**src/rtl/umx_pkg.sv**
```systemverilog
package umx_pkg;

  // register file geometry
  localparam int NumRegs = 8;
  localparam int RegAw   = $clog2(NumRegs);

  // instruction word layout
  localparam int ImmBits = 25;
  localparam int RegALsb = 6;
  localparam int RegBLsb = 3;
  localparam int RegCLsb = 0;
  localparam int LoadALsb = ImmBits;

  // opcodes as they arrive on the op field
  localparam logic [3:0] OP_CMOV = 4'd0;
  localparam logic [3:0] OP_ADD  = 4'd3;
  localparam logic [3:0] OP_MUL  = 4'd4;
  localparam logic [3:0] OP_DIV  = 4'd5;
  localparam logic [3:0] OP_NAND = 4'd6;
  localparam logic [3:0] OP_HALT = 4'd7;
  localparam logic [3:0] OP_OUT  = 4'd10;
  localparam logic [3:0] OP_IN   = 4'd11;
  localparam logic [3:0] OP_LOAD = 4'd13;

  // result status codes
  localparam logic [1:0] ST_OK          = 2'd0;
  localparam logic [1:0] ST_DIV0        = 2'd1;
  localparam logic [1:0] ST_OUTRANGE    = 2'd2;
  localparam logic [1:0] ST_UNSUPPORTED = 2'd3;

  // decoded operation class
  typedef enum logic [3:0] {
    K_CMOV,
    K_ADD,
    K_MUL,
    K_DIV,
    K_NAND,
    K_HALT,
    K_OUT,
    K_IN,
    K_LOAD,
    K_UNSUP
  } kind_e;

  // decoded command passed from front to back
  typedef struct packed {
    kind_e            kind;
    logic [RegAw-1:0] ra;   // destination register
    logic [RegAw-1:0] rb;
    logic [RegAw-1:0] rc;
    logic [31:0]      imm;  // load value or input value
  } cmd_t;

endpackage

```
**src/rtl/umx_front.sv**
```systemverilog
module umx_front import umx_pkg::*; (
  input  logic        in_valid_i,
  output logic        in_stall_o,
  input  logic [3:0]  op_i,
  input  logic [31:0] instruction_i,
  input  logic [7:0]  in_byte_i,
  input  logic        in_eof_i,
  input  logic        q_full_i,
  output logic        q_push_o,
  output cmd_t        q_cmd_o
);

  // accept whenever the queue has room
  assign in_stall_o = q_full_i;
  assign q_push_o   = in_valid_i && !q_full_i;

  // classify the transaction and pull out register fields
  always_comb begin
    q_cmd_o.ra   = instruction_i[RegALsb +: RegAw];
    q_cmd_o.rb   = instruction_i[RegBLsb +: RegAw];
    q_cmd_o.rc   = instruction_i[RegCLsb +: RegAw];
    q_cmd_o.imm  = 32'(instruction_i[ImmBits-1:0]);
    q_cmd_o.kind = K_UNSUP;
    case (op_i)
      OP_CMOV: q_cmd_o.kind = K_CMOV;
      OP_ADD:  q_cmd_o.kind = K_ADD;
      OP_MUL:  q_cmd_o.kind = K_MUL;
      OP_DIV:  q_cmd_o.kind = K_DIV;
      OP_NAND: q_cmd_o.kind = K_NAND;
      OP_HALT: q_cmd_o.kind = K_HALT;
      OP_OUT:  q_cmd_o.kind = K_OUT;
      OP_IN: begin
        q_cmd_o.kind = K_IN;
        // input writes register c
        q_cmd_o.ra   = instruction_i[RegCLsb +: RegAw];
        q_cmd_o.imm  = in_eof_i ? '1 : 32'(in_byte_i);
      end
      OP_LOAD: begin
        q_cmd_o.kind = K_LOAD;
        q_cmd_o.ra   = instruction_i[LoadALsb +: RegAw];
      end
      default: q_cmd_o.kind = K_UNSUP;
    endcase
  end

endmodule

```
**src/rtl/umx_queue.sv**
```systemverilog
module umx_queue import umx_pkg::*; (
  input  logic clk_i,
  input  logic rst_ni,
  input  logic push_i,
  input  cmd_t push_cmd_i,
  input  logic pop_i,
  output cmd_t head_o,
  output logic full_o,
  output logic empty_o
);

  localparam int Depth = 2;
  localparam int PtrW  = $clog2(Depth);

  cmd_t            slot_q [Depth];
  logic [PtrW-1:0] wr_ptr_q, rd_ptr_q;
  logic [PtrW:0]   count_q;

  assign full_o  = (count_q == (PtrW+1)'(Depth));
  assign empty_o = (count_q == '0);
  assign head_o  = slot_q[rd_ptr_q];

  // pointers and fill count
  always_ff @(posedge clk_i or negedge rst_ni) begin
    if (!rst_ni) begin
      wr_ptr_q <= '0;
      rd_ptr_q <= '0;
      count_q  <= '0;
    end else begin
      if (push_i) begin
        wr_ptr_q <= wr_ptr_q + 1'b1;
      end
      if (pop_i) begin
        rd_ptr_q <= rd_ptr_q + 1'b1;
      end
      if (push_i && !pop_i) begin
        count_q <= count_q + 1'b1;
      end else if (pop_i && !push_i) begin
        count_q <= count_q - 1'b1;
      end
    end
  end

  // storage
  always_ff @(posedge clk_i) begin
    if (push_i) begin
      slot_q[wr_ptr_q] <= push_cmd_i;
    end
  end

  a_no_overflow: assert property (@(posedge clk_i) disable iff (!rst_ni)
    full_o && !pop_i |-> !push_i) else $error("queue push while full");
  a_no_underflow: assert property (@(posedge clk_i) disable iff (!rst_ni)
    pop_i |-> !empty_o) else $error("queue pop while empty");

endmodule

```
**src/rtl/umx_back.sv**
```systemverilog
module umx_back import umx_pkg::*; (
  input  logic        clk_i,
  input  logic        rst_ni,
  input  logic        q_empty_i,
  input  cmd_t        q_head_i,
  output logic        q_pop_o,
  output logic        res_valid_o,
  input  logic        res_stall_i,
  output logic        out_valid_o,
  output logic [7:0]  out_byte_o,
  output logic        halted_o,
  output logic [1:0]  status_o
);

  typedef enum logic [1:0] {
    S_IDLE,
    S_EXEC,
    S_DIV,
    S_WB
  } state_e;

  localparam int DivStepW = $clog2(32);

  state_e              state_q;
  cmd_t                cmd_q;
  logic                halt_q;
  logic                wr_en_q;
  logic [31:0]         wr_data_q;   // also the quotient during division
  logic [31:0]         rem_q;
  logic [31:0]         divisor_q;
  logic [DivStepW-1:0] step_q;
  logic                set_halt_q;
  logic                ob_valid_q;
  logic [7:0]          ob_byte_q;
  logic [1:0]          st_q;
  logic                res_valid_q;
  logic                res_out_valid_q;
  logic [7:0]          res_byte_q;
  logic                res_halted_q;
  logic [1:0]          res_status_q;

  // register file with per-entry valid bits for the zero reset
  logic [31:0]      rf_mem [NumRegs];
  logic [NumRegs-1:0] rf_vld_q;
  logic [31:0]      b_q, c_q;
  logic             rf_we;

  logic out_free;
  assign out_free = !res_valid_q || !res_stall_i;
  assign q_pop_o  = (state_q == S_IDLE) && !q_empty_i;
  assign rf_we    = (state_q == S_WB) && out_free && wr_en_q;

  // register file read and write ports
  always_ff @(posedge clk_i) begin
    if (q_pop_o) begin
      b_q <= rf_vld_q[q_head_i.rb] ? rf_mem[q_head_i.rb] : '0;
      c_q <= rf_vld_q[q_head_i.rc] ? rf_mem[q_head_i.rc] : '0;
    end
    if (rf_we) begin
      rf_mem[cmd_q.ra] <= wr_data_q;
    end
  end

  always_ff @(posedge clk_i or negedge rst_ni) begin
    if (!rst_ni) begin
      rf_vld_q <= '0;
    end else if (rf_we) begin
      rf_vld_q[cmd_q.ra] <= 1'b1;
    end
  end

  // execute the operation on the fetched operands
  logic        ex_wr_en;
  logic [31:0] ex_data;
  logic        ex_halt;
  logic        ex_ob_valid;
  logic [7:0]  ex_ob_byte;
  logic [1:0]  ex_status;
  logic        ex_div;
  logic [63:0] ex_prod;

  assign ex_prod = b_q * c_q;

  always_comb begin
    ex_wr_en    = 1'b0;
    ex_data     = '0;
    ex_halt     = 1'b0;
    ex_ob_valid = 1'b0;
    ex_ob_byte  = '0;
    ex_status   = ST_OK;
    ex_div      = 1'b0;
    if (!halt_q) begin
      case (cmd_q.kind)
        K_CMOV: begin
          ex_wr_en = (c_q != '0);
          ex_data  = b_q;
        end
        K_ADD: begin
          ex_wr_en = 1'b1;
          ex_data  = b_q + c_q;
        end
        K_MUL: begin
          ex_wr_en = 1'b1;
          ex_data  = ex_prod[31:0];
        end
        K_DIV: begin
          if (c_q == '0) begin
            ex_status = ST_DIV0;
          end else begin
            ex_div = 1'b1;
          end
        end
        K_NAND: begin
          ex_wr_en = 1'b1;
          ex_data  = ~(b_q & c_q);
        end
        K_HALT: ex_halt = 1'b1;
        K_OUT: begin
          if (c_q[31:8] == '0) begin
            ex_ob_valid = 1'b1;
            ex_ob_byte  = c_q[7:0];
          end else begin
            ex_status = ST_OUTRANGE;
          end
        end
        K_IN, K_LOAD: begin
          ex_wr_en = 1'b1;
          ex_data  = cmd_q.imm;
        end
        default: ex_status = ST_UNSUPPORTED;
      endcase
    end
  end

  // one restoring division step: shift in the next dividend bit
  logic [32:0] dv_shift;
  logic [32:0] dv_trial;
  assign dv_shift = {rem_q, wr_data_q[31]};
  assign dv_trial = dv_shift - {1'b0, divisor_q};

  // sequencer and result register
  always_ff @(posedge clk_i or negedge rst_ni) begin
    if (!rst_ni) begin
      state_q         <= S_IDLE;
      cmd_q           <= '{kind: K_UNSUP, default: '0};
      halt_q          <= 1'b0;
      wr_en_q         <= 1'b0;
      wr_data_q       <= '0;
      rem_q           <= '0;
      divisor_q       <= '0;
      step_q          <= '0;
      set_halt_q      <= 1'b0;
      ob_valid_q      <= 1'b0;
      ob_byte_q       <= '0;
      st_q            <= ST_OK;
      res_valid_q     <= 1'b0;
      res_out_valid_q <= 1'b0;
      res_byte_q      <= '0;
      res_halted_q    <= 1'b0;
      res_status_q    <= ST_OK;
    end else begin
      // result taken and no new one posted this cycle
      if (res_valid_q && !res_stall_i && state_q != S_WB) begin
        res_valid_q <= 1'b0;
      end
      case (state_q)
        S_IDLE: begin
          if (q_pop_o) begin
            cmd_q   <= q_head_i;
            state_q <= S_EXEC;
          end
        end
        S_EXEC: begin
          wr_en_q    <= ex_wr_en;
          wr_data_q  <= ex_div ? b_q : ex_data;
          set_halt_q <= ex_halt;
          ob_valid_q <= ex_ob_valid;
          ob_byte_q  <= ex_ob_byte;
          st_q       <= ex_status;
          rem_q      <= '0;
          divisor_q  <= c_q;
          step_q     <= '0;
          state_q    <= ex_div ? S_DIV : S_WB;
        end
        S_DIV: begin
          if (!dv_trial[32]) begin
            rem_q     <= dv_trial[31:0];
            wr_data_q <= {wr_data_q[30:0], 1'b1};
          end else begin
            rem_q     <= dv_shift[31:0];
            wr_data_q <= {wr_data_q[30:0], 1'b0};
          end
          step_q <= step_q + 1'b1;
          if (step_q == '1) begin
            wr_en_q <= 1'b1;
            state_q <= S_WB;
          end
        end
        S_WB: begin
          if (out_free) begin
            halt_q          <= halt_q | set_halt_q;
            res_valid_q     <= 1'b1;
            res_out_valid_q <= ob_valid_q;
            res_byte_q      <= ob_byte_q;
            res_halted_q    <= halt_q | set_halt_q;
            res_status_q    <= st_q;
            state_q         <= S_IDLE;
          end
        end
        default: state_q <= S_IDLE;
      endcase
    end
  end

  assign res_valid_o = res_valid_q;
  assign out_valid_o = res_out_valid_q;
  assign out_byte_o  = res_byte_q;
  assign halted_o    = res_halted_q;
  assign status_o    = res_status_q;

  a_halt_sticky: assert property (@(posedge clk_i) disable iff (!rst_ni)
    halt_q |=> halt_q) else $error("halt flag dropped");
  a_div_nonzero: assert property (@(posedge clk_i) disable iff (!rst_ni)
    state_q == S_DIV |-> divisor_q != '0) else $error("divide by zero in divider");
  a_wb_result: assert property (@(posedge clk_i) disable iff (!rst_ni)
    state_q == S_WB && out_free |=> res_valid_q && state_q == S_IDLE)
    else $error("write back did not post a result");

endmodule

```
**src/rtl/um_register_execute_unit.sv**
```systemverilog
// channel   valid / stall              payload
// input     in_valid_i / in_stall_o    op_i, instruction_i, in_byte_i, in_eof_i
// result    res_valid_o / res_stall_i  out_valid_o, out_byte_o, halted_o, status_o
//
// divide takes longer than the other operations (one quotient bit per cycle in
// the restoring divider), and any result stall adds to a transaction's time.
// a two-entry command queue lets the input side keep accepting while the
// back end works or the result register is stalled.
// reset clears the register file (through per-entry valid bits), halt flag,
// queue and result register; no clearing pass is needed.
module um_register_execute_unit import umx_pkg::*; (
  input  logic        clk_i,
  input  logic        rst_ni,
  input  logic        in_valid_i,
  output logic        in_stall_o,
  input  logic [3:0]  op_i,
  input  logic [31:0] instruction_i,
  input  logic [7:0]  in_byte_i,
  input  logic        in_eof_i,
  output logic        res_valid_o,
  input  logic        res_stall_i,
  output logic        out_valid_o,
  output logic [7:0]  out_byte_o,
  output logic        halted_o,
  output logic [1:0]  status_o
);

  logic q_push, q_pop, q_full, q_empty;
  cmd_t push_cmd, head_cmd;

  // decode and enqueue
  umx_front u_front (
    .in_valid_i    (in_valid_i),
    .in_stall_o    (in_stall_o),
    .op_i          (op_i),
    .instruction_i (instruction_i),
    .in_byte_i     (in_byte_i),
    .in_eof_i      (in_eof_i),
    .q_full_i      (q_full),
    .q_push_o      (q_push),
    .q_cmd_o       (push_cmd)
  );

  // command queue between front and back
  umx_queue u_queue (
    .clk_i      (clk_i),
    .rst_ni     (rst_ni),
    .push_i     (q_push),
    .push_cmd_i (push_cmd),
    .pop_i      (q_pop),
    .head_o     (head_cmd),
    .full_o     (q_full),
    .empty_o    (q_empty)
  );

  // execute against the register file
  umx_back u_back (
    .clk_i       (clk_i),
    .rst_ni      (rst_ni),
    .q_empty_i   (q_empty),
    .q_head_i    (head_cmd),
    .q_pop_o     (q_pop),
    .res_valid_o (res_valid_o),
    .res_stall_i (res_stall_i),
    .out_valid_o (out_valid_o),
    .out_byte_o  (out_byte_o),
    .halted_o    (halted_o),
    .status_o    (status_o)
  );

endmodule

```
**config.mk**
```make
export PLATFORM = sky130hd
export DESIGN_NAME = um_register_execute_unit
export DESIGN_NICKNAME = d
export VERILOG_FILES = /design/src/rtl/umx_pkg.sv /design/src/rtl/umx_front.sv /design/src/rtl/umx_queue.sv /design/src/rtl/umx_back.sv /design/src/rtl/um_register_execute_unit.sv
export SDC_FILE = /design/constraint.sdc
export NUM_CORES = 2
export LEC_CHECK = 0
export ABC_AREA = 0
export BUFFER_PORTS_ARGS = -buffer_cell sky130_fd_sc_hd__buf_2
export CAP_MARGIN = 40
export CORE_MARGIN = 2
export CORE_UTILIZATION = 45
export DETAILED_ROUTE_END_ITERATION = 8
export PLACE_DENSITY = 0.56
export SYNTH_ARGS = -nofsm -noshare
export SYNTH_HDL_FRONTEND = slang
export SYNTH_SLANG_ARGS = --single-unit
```
**constraint.sdc**
```tcl
create_clock -name clk_i -period 13.76 [get_ports clk_i]
set_clock_uncertainty 0.15 [all_clocks]
set_input_delay 2.064 -clock clk_i [delete_from_list [all_inputs] [get_ports clk_i]]
set_output_delay 2.064 -clock clk_i [all_outputs]
set_load 0.03 [all_outputs]
```
---- After elaboration in Yosys (flattened, before gate mapping) ----
Memory sizes are Yosys's and may differ from the RTL's. A register that Yosys moved wholly into a read port is not among the register bits.
Cells that the tools add are included.
cells by class
  bitwise gates (word level) .............. 4
  multiply operators ...................... 1
  divide/modulo/power cells ............... 0
  reduce and logical (&&, ||, !) cells .... 34
  eq/ne operators ......................... 25
  order comparisons ....................... 4
  add/subtract/negate cells ............... 7
  shift-type cells ........................ 0
  muxes and demuxes ....................... 51
operators with widths
  cell                                                                           number
  32-bit 2-to-1 mux                                                              5
  32-bit case mux with 5 select lines                                            1
  32-bit case mux with 2 select lines                                            2
  4-bit case mux with 9 select lines                                             1
  33-bit by 32-bit subtractor with 33-bit output                                 1
  32-bit adder                                                                   1
  32-bit bitwise AND                                                             1
  4-bit by 3-bit == test with 1-bit output (second input constant)               8
  32-bit zero test                                                               1
  32-bit by 32-bit multiplier with 32-bit output                                 1
  32-bit inverter                                                                1
  32-bit nonzero test                                                            1
  24-bit zero test                                                               1
  8-bit 2-to-1 mux                                                               3
  1-bit 2-to-1 mux                                                               23
  4-bit == test (second input constant)                                          4
  2-bit 2-to-1 mux                                                               7
  4-bit by 2-bit == test with 1-bit output (second input constant)               3
  3-bit by 4-bit less-than comparator with 1-bit output (second input constant)  3
  5-bit case mux with 2 select lines                                             1
  1-bit logical AND                                                              9
  1-bit zero test                                                                8
  4-bit zero test                                                                2
  8-bit bitwise OR                                                               1
  other kinds (26)                                                               37
word-level totals
  output and inout bits ................... 14
  bits of input ports ..................... 49
  RAM bits ................................ 346
  memories kept ........................... 2
  memory bits (read-only) ................. 0
  bits in latches ......................... 0
  logic and storage cells ................. 150
  register bits after elaboration ......... 180
memories
  name            words  bits a word  read ports  clocked after memory_dff  write ports  RTL line         text
  u_back.rf_mem   8      32           2           2                         1            umx_back.sv:43   logic [31:0] rf_mem [NumRegs];
  u_queue.slot_q  2      45           1           0                         1            umx_queue.sv:15  cmd_t slot_q [Depth];

---- Longest topological paths before layout ----
  depth after elaboration ................. 7
  gate-level depth with buffers ........... 28
  mapped depth without buffers ............ 26

---- Cells and area by module ----
From an unflattened synthesis, not the netlist that was laid out.
second synthesis, totals
  cells, all modules ...................... 3844
  area, all modules ....................... 44974.4 µm²
by module, submodules not included
  module     cells each  seq. area each (µm²)  times used  area each (µm²)
  umx_back   3582        14015.9               1           40797.9
  umx_queue  156         2802.7                1           3633.5
  umx_front  106         0.0                   1           543.0

---- Least setup slack after synthesis ----
OpenSTA, ideal clock, no wires.
  path kind ............................... register -> register
  start point ............................. register u_back.c_q[5], read port of u_back.rf_mem
  end point ............................... register u_back.wr_data_q[30]
  library setup time ...................... 0.123 ns
  period minus slack after synthesis ...... 7.156 ns
  data required time ...................... 13.487 ns
  setup slack ............................. 6.604 ns
  data arrival time ....................... 6.883 ns
  stages on the path, launching flop included .. 27
  buffers on the path ..................... 2
  cells stage by stage .................... edfxtp_1 -> clkbuf_1 -> clkbuf_1 -> and2_1 -> fa_1 -> fa_1 -> fa_1 -> inv_1 -> fa_1 -> inv_1 -> fa_1 -> inv_1 -> fa_1 -> inv_1 -> fa_1 -> fa_1 -> ha_1 -> nand3_1 -> or2_2 -> o22a_1 -> o211ai_1 -> a22oi_1 -> o21a_1 -> o21ai_0 -> xor2_1 -> a211oi_1 -> nor2_1
between the ends
  word-level cells in the longest chain between the ends .. 6
  elaborated cells between the ends (all ways) .. 10
  those cells by class .................... add/sub: 1; mul: 1; mux: 7; reduce/logical: 1
ends and longest elaborated chain
  element                                                                                                 RTL line         text
  from (decl)                                                                                             umx_back.sv:45   logic [31:0] b_q, c_q;
  parallel branches: the longest is 4 deep, another holds 32-bit by 32-bit multiplier with 32-bit output  -
  32-bit 2-to-1 mux (*)                                                                                   umx_back.sv:175  wr_data_q <= ex_div ? b_q : ex_data;
  32-bit case mux with 2 select lines (*)                                                                 umx_back.sv:166  case (state_q)
  to (signal assigned)                                                                                    umx_back.sv:175
  to (signal assigned)                                                                                    umx_back.sv:188  wr_data_q <= {wr_data_q[30:0], 1'b1};
  to (signal assigned)                                                                                    umx_back.sv:191  wr_data_q <= {wr_data_q[30:0], 1'b0};
  to (decl)                                                                                               umx_back.sv:28   logic [31:0] wr_data_q;
Every way passes the cells marked *.
A chain may end at the register's enable or synchronous reset.

---- Worst setup path in the final report ----
  start point ............................. register u_back.c_q[5], read port of u_back.rf_mem
  end point ............................... register u_back.wr_data_q[31]
Same word-level chain as after synthesis.

==> summary.json <==
{
  "run_status": {"value": "finished clean"},
  "grtUsageTotal": {"value": 0.258},
  "synth_enable_flop_cells": {"value": 398},
  "h_tree_level_count": {"value": 2},
  "yosysMostFrequentCell": {"value": "sky130_fd_sc_hd__nand2_1"},
  "syn-instance-count": {"value": 3973},
  "clock_insertion_delay_at_the_later_pin_of_the_skew_report": {"value": 0.66, "unit": "ns"},
  "die_width": {"value": 317, "unit": "µm"},
  "period_needed": {"value": 8.39, "unit": "ns"},
  "boundary_pins": {"value": 63},
  "netlist.top_cell.by_area": {"value": "sky130_fd_sc_hd__edfxtp_1"},
  "synth_fp_nets": {"value": 4626},
  "data_required_critical_path": {"value": 14.08, "unit": "ns"},
  "cts_max_path_buffers": {"value": 3},
  "post_synth_fa_ha_maj_area_fraction": {"value": 0.242},
  "route.detailed.drc": {"value": 0},
  "worst_pin_slew": {"value": 0.928, "unit": "ns"},
  "fin_tns_setup": {"value": 0, "unit": "ns"},
  "coreArea": {"value": 96900, "unit": "µm²"},
  "dominantRegCellSynth": {"value": "sky130_fd_sc_hd__edfxtp_1"},
  "yosysSeqAreaShare": {"value": 0.371},
  "main_combinational_cell_family_by_area_after_synthesis": {"value": "adder cells"},
  "synth_compound_area_frac": {"value": 0.0942},
  "reg2reg_slack": {"value": 5.37, "unit": "ns"},
  "worst_path_arrival_time": {"value": 8.70, "unit": "ns"},
  "final-max-slew-violation-count": {"value": 0},
  "area.growth.synth_to_final": {"value": 9.40, "unit": "%"},
  "design.final.nets": {"value": 4613},
  "worst_path_max_delay_cell": {"value": "sky130_fd_sc_hd__a221oi_1"},
  "start_util": {"value": 0.454},
  "postSynth.asyncResetShare": {"value": 0.304},
  "post_synth_and_or_nand_nor_area_fraction": {"value": 0.122},
  "first_global_vias": {"value": 30674},
  "layout-drive-gt1-share": {"value": 0.114},
  "crit_path_cell_trace": {"value": "buf_4 > and2_1 > fa_1 > fa_1 > fa_1 > inv_1 > fa_1 > inv_1 > fa_1 > inv_1 > fa_1 > inv_1 > fa_1 > fa_1 > ha_1 > nand3_1 > or2_2 > o21bai_1 > a21boi_0 > o2111ai_1 > a31oi_1 > xnor2_1 > a221oi_1 > nor2_1"},
  "grt_antenna_before_repair": {"value": 2},
  "clock_sinks": {"value": 572},
  "postcts_setup_bufs": {"value": 0},
  "rsz0062_at_grt": {"value": "no"},
  "ant_nets": {"value": 0},
  "cts_hold_buffers": {"value": 0},
  "filler_cell_count": {"value": 8760},
  "synth_common_cells": {"value": "sky130_fd_sc_hd__nand2_1, sky130_fd_sc_hd__inv_1, sky130_fd_sc_hd__fa_1"},
  "cts_tree": {"value": "built"},
  "largest_cells_by_area_after_synthesis": {"value": "sky130_fd_sc_hd__edfxtp_1, sky130_fd_sc_hd__fa_1, sky130_fd_sc_hd__dfrtp_1"},
  "synthXorXnorAreaFrac": {"value": 0.0272},
  "final-hold-violation-count": {"value": 0},
  "worst_path_dominant_cell_family": {"value": "adder cells"},
  "detailedPlacementHpwl": {"value": 85.3, "unit": "mm"},
  "timing.max_slew.rel_slack": {"value": 0.380},
  "cts_resized": {"value": 0},
  "num_vias": {"value": 30263},
  "wirelength_routed": {"value": 126, "unit": "mm"},
  "final_report_setup_violation_count": {"value": 0},
  "yosys.area.top_type_share": {"value": 0.272},
  "maxClockFrequency": {"value": 119, "unit": "MHz"},
  "die-area": {"value": 100000, "unit": "µm²"},
  "max-cap-violations": {"value": 0},
  "dpl-instance-area": {"value": 46100, "unit": "µm²"},
  "numCtsBuffers": {"value": 61},
  "clk_transition_reported_paths": {"value": 0.07, "unit": "ns"},
  "via_per_inst": {"value": 5.72},
  "finalCritPeriodShare": {"value": 0.610},
  "fin_util": {"value": 0.497},
  "synthesis.yosys.warnings": {"value": 0},
  "fp.dieH": {"value": 317, "unit": "µm"},
  "grt_max_degree": {"value": 97},
  "crit_path_end_kind": {"value": "flop"},
  "port_buffers": {"value": 58},
  "startpoint_type": {"value": "flop"},
  "number_of_distinct_library_cells_after_synthesis": {"value": 79},
  "post_drt_wl_per_cell": {"value": 23.9, "unit": "µm"},
  "worst-setup-path-type": {"value": "flop to flop"},
  "ys_seq_elements": {"value": 572},
  "path_buf_inv": {"value": 5},
  "globalRouteOverflowTotal": {"value": 0},
  "slowest_delay": {"value": 0.63, "unit": "ns"},
  "first_pass_iters": {"value": 5},
  "wire_length_of_the_first_global_routing_pass": {"value": 193, "unit": "mm"},
  "drtIter0Drc": {"value": 2800},
  "post_synth_mux_area_share": {"value": 0.0848},
  "row_count": {"value": 114},
  "root_buffer": {"value": "sky130_fd_sc_hd__clkbuf_16"},
  "combined_area_of_all_synthesized_cells": {"value": 44000, "unit": "µm²"},
  "cpMostUsedCell": {"value": "sky130_fd_sc_hd__fa_1"},
  "place_congestion": {"value": 0.914},
  "timing.hold.worst.class": {"value": "flop to flop"},
  "fin_area": {"value": 48100, "unit": "µm²"},
  "syn_area_per_cell": {"value": 11.1, "unit": "µm²"},
  "timing.critical_path.fanout_max": {"value": 30}
}
layout make-up:
cell class | instances | area, µm² | area share
clock inverter | 39 | 439 | 0.00912
multi-input combinational | 2721 | 25300 | 0.526
tap | 1276 | 1600 | 0.0332
sequential | 572 | 16300 | 0.339
inverter | 451 | 1690 | 0.0352
antenna | 2 | 5.00 | 0.000104
clock buffer | 76 | 1630 | 0.0339
timing repair buffer | 153 | 1150 | 0.0239
sequential cells by signal (all words and copies together) (netlist names), 2 cells and up:
register	cells
u_back.wr_data_q	32
u_back.step_q	5
u_back.c_q	32
u_back.cmd_q	33
u_back.st_q	2
u_back.state_q	2
u_back.ob_byte_q	8
u_back.status_o	2
u_back.divisor_q	32
u_back.rf_vld_q	8
u_back.b_q	32
u_back.rem_q	32
u_queue.slot_q	78
u_queue.count_q	2
u_back.out_byte_o	8
u_back.rf_mem	256
cells by family after synthesis:
| family | after synthesis |
|---|---|
| mux | 205 |
| xor+xnor | 136 |
| fa+ha+maj | 605 |
| simple gates | 1124 |
| flops | 572 |
| buf+inv | 680 |
| compound gates | 651 |
metrics by stage:
step | instances | hold slack [ns] | setup slack (ns)
floorplan | 3973 | 0.298 | 6.60
global placement | 5165 | 0.315 | 5.45
detailed placement | 5173 | 0.315 | 5.45
CTS | 5288 | 0.334 | 5.38
global route | 5288 | 0.341 | 5.01
finish | 5290 | 0.330 | 5.37
cell usage in the layout, fill, tap and decap left out, drive strengths merged, types with 42 or more instances in the layout:
cell	instances
nor2	84
o21ai	205
edfxtp	398
ha	194
inv	454
and2	309
xor2	48
dfrtp	172
mux2i	50
xnor2	88
a221oi	42
clkbuf	77
nand2	565
a21oi	167
mux4	132
fa	410
buf	152
final timing paths:
| path | cells after the start | from | endpoint |
|---|---|---|---|
| max | 24 | u_back.c_q[5] | u_back.wr_data_q[31] |
| min | 1 | u_back.ob_valid_q | u_back.ob_valid_q |
| max reg2reg | 24 | u_back.c_q[5] | u_back.wr_data_q[31] |
| min reg2reg | 1 | u_back.ob_valid_q | u_back.ob_valid_q |
| max in group asynchronous | 4 | rst_ni | u_back.divisor_q[26] |
| min in group asynchronous | 1 | rst_ni | u_back.out_byte_o[3] |
per-layer routing:
layer,GRT usage,routed length (µm)
met5,0,0
met4,0.0673,3420
met3,0.0305,8440
met2,0.419,59200
met1,0.369,55300
Power is not shown: default switching activity piles up to over one toggle a cycle in this logic, so the estimate is an artifact.
